### config.mk
export PLATFORM = sky130hd
export DESIGN_NAME = slt_cell
export DESIGN_NICKNAME = d
export VERILOG_FILES = /design/src/rtl/core/slt_pkg.sv /design/src/rtl/core/slt_cell.sv
export SDC_FILE = /design/constraint.sdc
export NUM_CORES = 1
export LEC_CHECK = 0
export BUFFER_PORTS_ARGS = -buffer_cell sky130_fd_sc_hd__buf_2
export CORE_ASPECT_RATIO = 0.75
export CORE_MARGIN = 1
export CORE_UTILIZATION = 43
export DETAILED_ROUTE_END_ITERATION = 8
export PLACE_DENSITY = 0.83
export SLEW_MARGIN = 20
export SYNTH_ARGS = -nofsm -noshare
export SYNTH_HDL_FRONTEND = slang
export SYNTH_SLANG_ARGS = --single-unit
### constraint.sdc
create_clock -name clk_i -period 2.93 [get_ports clk_i]
set_input_delay 0.879 -clock clk_i [delete_from_list [all_inputs] [get_ports clk_i]]
set_output_delay 0.879 -clock clk_i [all_outputs]
set_load 0.02 [all_outputs]
### src/rtl/core/slt_pkg.sv
`timescale 1ns / 1ps
// Shared types and constants for the sorted list table.
// No dependencies; every other file in the block uses this package.
package slt_pkg;

  localparam int CAPACITY = 64;
  localparam int IDX_W    = $clog2(CAPACITY);
  localparam int USED_W   = $clog2(CAPACITY + 1);

  localparam int OP_W    = 3;
  localparam int VAL_W   = 32;
  localparam int POS_W   = 6;
  localparam int COUNT_W = 7;

  localparam logic [OP_W-1:0] OP_INSERT      = 3'd0;
  localparam logic [OP_W-1:0] OP_DELETE      = 3'd1;
  localparam logic [OP_W-1:0] OP_SEARCH_HEAD = 3'd2;
  localparam logic [OP_W-1:0] OP_SEARCH_TAIL = 3'd3;
  localparam logic [OP_W-1:0] OP_COUNT       = 3'd4;

  typedef struct packed {
    logic cmp_en;
    logic ins_en;
    logic del_en;
  } cell_ctl_t;

endpackage

### src/rtl/core/slt_cell.sv
`timescale 1ns / 1ps
// One cell of the table: holds one entry, compares it against the key and
// shifts with its neighbours on insert and delete. Depends on slt_pkg.
module slt_cell (
  input  logic                              clk_i,
  input  slt_pkg::cell_ctl_t                ctl_i,
  input  logic signed [slt_pkg::VAL_W-1:0]  key_i,
  input  logic signed [slt_pkg::VAL_W-1:0]  ins_value_i,
  input  logic                              valid_i,
  input  logic                              prev_ge_i,
  input  logic signed [slt_pkg::VAL_W-1:0]  prev_entry_i,
  input  logic signed [slt_pkg::VAL_W-1:0]  next_entry_i,
  output logic                              ge_o,
  output logic                              hit_o,
  output logic signed [slt_pkg::VAL_W-1:0]  entry_o
);

  logic signed [slt_pkg::VAL_W-1:0] entry_q;
  logic                             ge_d, ge_q;
  logic                             eq_d, eq_q;

  assign ge_d = !valid_i || (entry_q >= key_i);
  assign eq_d = valid_i && (entry_q == key_i);

  always_ff @(posedge clk_i) begin
    if (ctl_i.cmp_en) begin
      ge_q <= ge_d;
      eq_q <= eq_d;
    end
    if (ctl_i.ins_en && ge_q) begin
      entry_q <= prev_ge_i ? prev_entry_i : ins_value_i;
    end else if (ctl_i.del_en && ge_q) begin
      entry_q <= next_entry_i;
    end
  end

  assign ge_o    = ge_q;
  assign hit_o   = ge_q && !prev_ge_i && eq_q;
  assign entry_o = entry_q;

endmodule

Yosys cells after proc, flatten, opt, wreduce, memory -nomap -nowiden. Index checks and enable logic that the tools add are counted.

Output and inout bits: 34. Logic and storage cells: 17. Bits of input ports: 134. Register bits: 34.

Magnitude comparators: 1. Equality and inequality tests: 1. Reductions and logical operators: 9. Muxes and demuxes: 3.

Operator list (count): 32-bit 2-to-1 mux (3); 32-bit == test (1); 32-bit >= comparator (1); 1-bit logical AND (5); 1-bit zero test (2); 2-bit nonzero test (1); 1-bit logical OR (1).

Logic depth before layout (Yosys ltp). Gate-level depths: netlist of run 1.

Depth in word-level cells: 3. Depth in mapped cells: 8. Mapped depth without buffers: 8.

Worst setup path before layout of run 1. No wires, ideal clock.

Path kind: input to register. Start: in key_i[19] in the netlist's numbering. End: reg ge_q (netlist: ge_o), data pin. Buffers on the path: 0. Path slack: 0.329 ns. Arrival time: 2.334 ns. Cell stages on the path: 8. Setup time: 0.266 ns. Path through: inv_1 -> ha_1 -> a21oi_2 -> o21ai_1 -> a221o_1 -> a2111o_1 -> o21ai_1 -> nand4b_1.

Word-level cells in the longest chain between the ends: 2.

Ends and longest elaborated chain: start: declaration (RTL line slt_cell.sv:7) `input logic signed [slt_pkg::VAL_W-1:0] key_i,`; 32-bit >= comparator (RTL line slt_cell.sv:22) `assign ge_d = !valid_i || (entry_q >= key_i);`; 1-bit logical OR (RTL line slt_cell.sv:22); via ge_d (RTL line slt_cell.sv:19) `logic ge_d, ge_q;`; end signal: assignment (RTL line slt_cell.sv:27) `ge_q <= ge_d;`; end: declaration (RTL line slt_cell.sv:19).

The timed path passes the listed nets, and every way through them passes these cells. A chain may end at the register's enable or synchronous reset.

Final worst setup path of run 1.
Start: in key_i[14] in the netlist's numbering. End: reg ge_q (netlist: ge_o), data pin.

The elaborated chain is that of the path after synthesis.

==> summary.md, run 1 <==
| Metric | Value |
|---|---|
| Clock tree root buffer cell | clkbuf_8 |
| Share of cells above drive strength 1 | between 40% and 50% |
| Area grow syn2layout | 39.3% |
| Drt total wl | a little under 7000 µm |
| Clk slew on worst S/H paths | around 0.06 ns |
| CP max FO | 3 |
| Final TNS setup | 0 ns |
| Clock sinks | 34 |
| Hold Crit Start | entry_o[31]$_DFFE_PP_ |
| Peak VDD IR | approximately 0.24 mV |
| Setup crit start kind | input pin |
| Slew HR | a little over three fifths |
| Distinct cell type count after synthesis | 30 |
| Global-route wire length before repair | around 11000 µm |
| Share of the synthesized area in the top cell type | 40.4% |
| Maximum number of pins on one net before global-route repair | 33 |
| Worst r2r src | entry_o[14]$_DFFE_PP_ |
| Post-CTS Setup Bufs | 0 |
| Maximum clock rate | a little under 0.4 GHz |
| Initial core utilization | around 46% |
| Synth Register Bits | 34 |
| Final nets | ~590 |
| Clock skew | about 0.005 ns |
| Leak | approximately 1.9 nW |
| Power per cell area | 406 nW/µm² |
| # DRC | 0 |
| ANT cells | 0 |
| Status | completed |
| Worst R2R Path Depth | 7 |
| Seq. cell area | 1020 µm² |
| WS Path Type | in -> reg |
| GPL Wtd Cong | between 0.7 and 0.8 |
| Reg-to-reg endpoint | ge_o$_DFFE_PP_ |
| Vias | 2512 |
| Post-cts resize count | 0 |
| Post-layout minimum cycle time | roughly 2.6 ns |
| Vias in the first global route | 2370 |
| Detailed Place HPWL | 5580 µm |
| Max-cap violations | 0 |
| IO buf count | approximately 170 |
| Inst Count DP | 495 |
| Num CTS Buffers | 5 |
| Unrepaired setup endpoints after global routing | no |
| Syn_nets | around 430 |
| EDFF count, synth | 34 |
| Yosys top cell by area | edfxtp_1 |
| Row count | 23 |
| Worst-margin pin slew | approximately 0.56 ns |
| Hold Path Depth | 3 |
| Setup violation total in the final timing report | 0 |
| WP data arrival | 2.57 ns |
| Hold endpoint | ge_o$_DFFE_PP_ |
| Synthesized area per cell | approximately 9.7 µm² |
| Hold crit path type | reg -> reg |
| Antenna viol nets, final | 0 |
| 1st-iter DRT viols | between 60 and 70 |
| DRT Pass-1 Iters | 4 |
| Post-CTS Hold Buffers | 0 |
| Final hold vios | 0 |
| Core ar. | approximately 5500 µm² |
| Area of the multi-input gates | 1330 µm² |
| Main flop type after synthesis | edfxtp_1 |
| WL/cell | about 14 µm |
| Pins over their slew limit | 0 |
| Die Area | 6190 µm² |
| Syn Inst Count | 260 |
| Synth Warn # | 0 |
| H-tree depth | 2 |
| Most frequent cells after synthesis | 42 x a21oi_1, 35 x nor2_1, 34 x edfxtp_1, 34 x inv_1 |
| Clock Path Buffers | 2 |
| Initial antenna violation count | 0 |
| CTS tree | yes |
| Ys async rst share | 0% |
| CP Capture Type | flip-flop |
| DIE HEIGHT | 68.4 µm |
| # IOs | ~170 |
| Reg2Reg Setup Slack | approximately 0.63 ns |
| Fin crit share | between 80% and 90% |
| GRT Total Usage | between 20% and 30% |
| Required @ worst endpoint | between 2 and 3 ns |
| Die Span X | about 90 µm |
| Worst-Skew Late Latency | approximately 0.28 ns |
| Vias per cell | 5.00 |
| Most frequent cell after synthesis | a21oi_1 |
| Sequential element share of the synthesized area | 40.4% |
| Ranking of synthesized cells by area | edfxtp_1 40%, ha_1 16%, mux2i_1 13% |
| Grt ovf | 0 |
| Final std cells w/o fill | around 500 |
| Mapped Area | roughly 2500 µm² |
| FILL cells | approximately 500 |
cells in the final DEF (no fill, tap or decap):
| master | instances |
|---|---|
| and4_1 | 1 |
| nor3_1 | 1 |
| nand4b_1 | 1 |
| nand2_1 | 5 |
| edfxtp_1 | 34 |
| buf_2 | 167 |
| o21ai_1 | 2 |
| ha_1 | 32 |
| a221o_1 | 2 |
| nor4_1 | 2 |
| o21ai_0 | 1 |
| nand3_1 | 5 |
| o211ai_1 | 1 |
| and2_2 | 1 |
| buf_4 | 4 |
| and3b_1 | 1 |
| nor2b_1 | 1 |
| a21oi_2 | 2 |
| a21oi_1 | 42 |
| clkbuf_8 | 5 |
| inv_1 | 34 |
| a2111o_1 | 1 |
| nand4_1 | 6 |
| a21o_1 | 3 |
| nor2b_4 | 1 |
| o31a_1 | 1 |
| o21a_1 | 1 |
| mux2i_1 | 32 |
| a21boi_1 | 1 |
| clkbuf_1 | 2 |
| nor2_1 | 35 |
critical path, stage by stage:
cell	delay, ns
buf_2	0.08
inv_1	0.03
ha_1	0.30
nand4_1	0.17
nor4_1	0.51
a21boi_1	0.22
o31a_1	0.16
nor3_1	0.05
nand4b_1	0.16
worst max-delay path by stage:
stage,from,endpoint,slack [ns],cells after the start
2_1_floorplan,key_i[19],ge_o$_DFFE_PP_,0.33,8
3_3_place_gp,key_i[19],ge_o$_DFFE_PP_,0.13,9
3_5_place_dp,key_i[14],ge_o$_DFFE_PP_,0.08,9
4_1_cts,key_i[14],ge_o$_DFFE_PP_,0.37,9
5_1_grt,key_i[14],ge_o$_DFFE_PP_,0.21,9
6_report,key_i[14],ge_o$_DFFE_PP_,0.38,9
per-layer routing:
| metal | share of wire (%) | track usage, % | vias up |
|---|---|---|---|
| met5 | 0 | 0 | - |
| met3 | 5.4 | 4.33 | 10 |
| li1 | - | - | 1267 |
| met4 | 1.4 | 7.26 | 0 |
| met1 | 43 | 25.9 | 1130 |
| met2 | 50 | 42.0 | 105 |
flip-flops by register name (all words and copies together) (netlist names):
name	cells
entry_o	32
eq_q	1
ge_o	1
metrics by stage:
stage / cell area [µm²] / setup WS (ns) / total power, mW / utilization [%] / hold slack, ns
3_3_place_gp: 3440 / 0.129 / 1.10 / 62.6 / 0.769
2_1_floorplan: 2520 / 0.329 / 0.922 / - / 0.885
3_5_place_dp: 3440 / 0.0820 / 1.12 / 62.6 / 0.787
6_report: 3520 / 0.376 / 1.43 / 64.0 / 0.795
5_1_grt: 3520 / 0.206 / 1.52 / 64.0 / 0.810
4_1_cts: 3520 / 0.374 / 1.45 / 64.0 / 0.806
where the power goes:
| part | internal [mW] | switching, mW |
|---|---|---|
| Clock | 0.164 | 0.161 |
| Combinational | 0.210 | 0.264 |
| Sequential | 0.604 | 0.0268 |
kinds of logic (layout without fill, tap and decap cells):
| kind of cell | count (synthesis) | count (layout) | share of synthesized area [%] |
|---|---|---|---|
| AND/OR/NAND/NOR | 60 | 60 | 11.2 |
| AO/OA/AOI/OAI | 57 | 57 | 13.0 |
| buffers and inverters | 45 | 212 | 6.84 |
| flip-flops | 34 | 34 | 40.4 |
| adder cells (fa/ha/maj) | 32 | 32 | 15.9 |
| multiplexers | 32 | 32 | 12.7 |
layout make-up:
cell class / instances / share of cell area, %
inverters: 34 / 3.63
repair buffers: 171 / 24.6
well taps: 75 / 2.67
multi-input cells: 181 / 37.9
flip-flops and latches: 34 / 29.0
clock buffers: 7 / 2.17
No activity file was read; power rests on OpenSTA's default activity.
==> run 2, diff against run 1 <==
--- a/config.mk
+++ b/config.mk
@@ -9,9 +9,9 @@
 export CORE_ASPECT_RATIO = 0.75
 export CORE_MARGIN = 1
 export CORE_UTILIZATION = 43
+export CTS_BUF_LIST = sky130_fd_sc_hd__clkbuf_8 sky130_fd_sc_hd__clkbuf_16
 export DETAILED_ROUTE_END_ITERATION = 8
 export PLACE_DENSITY = 0.83
-export SLEW_MARGIN = 20
 export SYNTH_ARGS = -nofsm -noshare
 export SYNTH_HDL_FRONTEND = slang
 export SYNTH_SLANG_ARGS = --single-unit
==> run 2 against run 1 <==
Maximum frequency barely moved. Critical path depth did not move. Worst setup slack got worse by 0.00091 ns. Worst hold slack barely moved. Count of clock-buffer cells in the layout fell by 2. Combinational power barely moved. Critical endpoint unchanged.
==> summary.md, run 2 (synthesis results as in run 1) <==
| Metric | Value |
|---|---|
| Status | completed |
| Most common cell after layout, fill and taps aside | buf_2 |
| Antenna viol nets, final | 0 (unchanged) |
| Post-CTS Setup Bufs | 0 (unchanged) |
| GRT Total Usage | 22.2% (unchanged) |
| Place WS | 0.0820 ns (unchanged) |
| Seq. cell area | 1020 µm² (unchanged) |
| ANT cells | 0 (unchanged) |
| Detailed Place HPWL | 5580 µm (unchanged) |
| CP Capture Type | flip-flop |
| Setup slack after layout | 0.375 ns (-0.000909 ns) |
| IO buf count | 167 (unchanged) |
| Worst-Skew Late Latency | 0.28 ns (about the same) |
| Max FFs per register | 32 (unchanged) |
| Unrepaired setup endpoints after global routing | no |
| Max-cap violations | 0 (unchanged) |
| Area grow syn2layout | 39.3% (unchanged) |
| Required @ worst endpoint | 2.95 ns (about the same) |
| Worst-margin pin slew | 0.554 ns (-0.00357 ns) |
| Peak VDD IR | 0.238 mV (about the same) |
| WL/cell | 13.6 µm (+0.13%) |
| Power per cell area | 404 nW/µm² (-0.50%) |
| Die Span X | 90.5 µm (unchanged) |
| Commonest cells after routing, fill and taps aside | 167 x buf_2, 42 x a21oi_1, 36 x inv_1 |
| Setup crit start kind | input pin |
| Post-cts resize count | 0 (unchanged) |
| CP max FO | 3 (unchanged) |
| Core ar. | 5500 µm² (unchanged) |
| Post-layout minimum cycle time | 2.55 ns (+0.000909 ns) |
| Row count | 23 (unchanged) |
| GPL Wtd Cong | 0.786 (unchanged) |
| Clk slew on worst S/H paths | 0.06 ns (about the same) |
| # IOs | 168 (unchanged) |
| Clock sinks | 34 (unchanged) |
| Clock Path Buffers | 2 (unchanged) |
| Leak | 1.89 nW (+0.44%) |
| WS Path Type | in -> reg |
| 1st-iter DRT viols | 68 (unchanged) |
| Share of cells above drive strength 1 | 42.2% (unchanged) |
| Final hold vios | 0 (unchanged) |
| Maximum clock rate | 0.391 GHz (about the same) |
| Maximum number of pins on one net before global-route repair | 33 (unchanged) |
| WP data arrival | 2.57 ns (about the same) |
| Clock tree root buffer cell | clkbuf_8 |
| H-tree depth | 2 (unchanged) |
| Fin crit share | 87.2% (about the same) |
| Hold crit path type | reg -> reg |
| Grt ovf | 0 (unchanged) |
| Final nets | 593 (unchanged) |
| DIE HEIGHT | 68.4 µm (unchanged) |
| Global-route wire length before repair | 10700 µm (unchanged) |
| Die Area | 6190 µm² (unchanged) |
| Drt total wl | 6830 µm (+0.13%) |
| FILL cells | 496 (unchanged) |
| Pins over their slew limit | 0 (unchanged) |
| Post-CTS Hold Buffers | 0 (unchanged) |
| Setup violation total in the final timing report | 0 (unchanged) |
| DRT Pass-1 Iters | 4 (unchanged) |
| Initial core utilization | 45.9% (unchanged) |
| Initial antenna violation count | 0 (unchanged) |
| Clock skew | 0.00475 ns (-0.000263 ns) |
| Vias in the first global route | 2370 (unchanged) |
| Vias | 2507 (-0.20%) |
| # DRC | 0 (unchanged) |
| Final TNS setup | 0 ns (unchanged) |
| Num CTS Buffers | 5 (unchanged) |
| Slew HR | 63.1% (+0.24 points) |
| Area of the multi-input gates | 1330 µm² (unchanged) |
| CTS tree | yes |
| Vias per cell | 4.99 (-0.20%) |
-- run 2: cell types whose count changed in the layout (fill, tap and decap cells not counted), sizes merged --
cell | before | now
clkbuf | 7 | 5
inv | 34 | 36
-- run 2: per-layer routing --
metal | up-vias | track usage (%) | part of all wire [%]
li1 | 1267 | - | -
met1 | 1132 | 25.9 | 43
met2 | 98 | 42.0 | 50
met3 | 10 | 4.33 | 4.8
met4 | 0 | 7.26 | 1.4
met5 | - | 0 | 0
-- run 2: area by class of cell --
| type | instances | share of cell area [%] |
|---|---|---|
| clock inverters | 2 | 0.213 |
| clock buffers | 5 | 1.96 |
| repair buffers | 171 | 24.6 |
| inverters | 34 | 3.63 |
| flip-flops and latches | 34 | 29.0 |
| well taps | 75 | 2.67 |
| multi-input cells | 181 | 37.9 |
-- run 2: final timing paths --
kind,start,to,slack [ns],depth (start not counted)
setup reg to reg,entry_o[14]$_DFFE_PP_,ge_o$_DFFE_PP_,0.63,7
hold reg to reg,entry_o[31]$_DFFE_PP_,ge_o$_DFFE_PP_,0.79,3
hold / removal,entry_o[31]$_DFFE_PP_,ge_o$_DFFE_PP_,0.79,3
setup / recovery,key_i[14],ge_o$_DFFE_PP_,0.38,9
-- run 2: report_power, final --
part	switching, mW	total [mW]	leakage (nW)	internal, mW
Sequential	0.0268	0.631	0.327	0.604
Combinational	0.264	0.474	1.52	0.210
Clock	0.161	0.317	0.0466	0.157
Total	0.451	1.42	1.89	0.971
-- run 2: worst max-delay path: stages --
cell	delay [ns]
buf_2	0.08
inv_1	0.03
ha_1	0.31
nand4_1	0.17
nor4_1	0.51
a21boi_1	0.22
o31a_1	0.16
nor3_1	0.05
nand4b_1	0.16
-- run 2: stage by stage --
stage / util, % / instances / cell area, µm² / hold slack, ns / power (mW)
6_report: 64.0 / 502 / 3520 / 0.795 / 1.42
5_1_grt: 64.0 / 502 / 3520 / 0.810 / 1.51
4_1_cts: 64.0 / 502 / 3520 / 0.806 / 1.44
3_5_place_dp: 62.6 / 495 / 3440 / 0.787 / 1.12
3_3_place_gp: 62.6 / 495 / 3440 / 0.769 / 1.10
2_1_floorplan: - / 260 / 2520 / 0.885 / 0.922
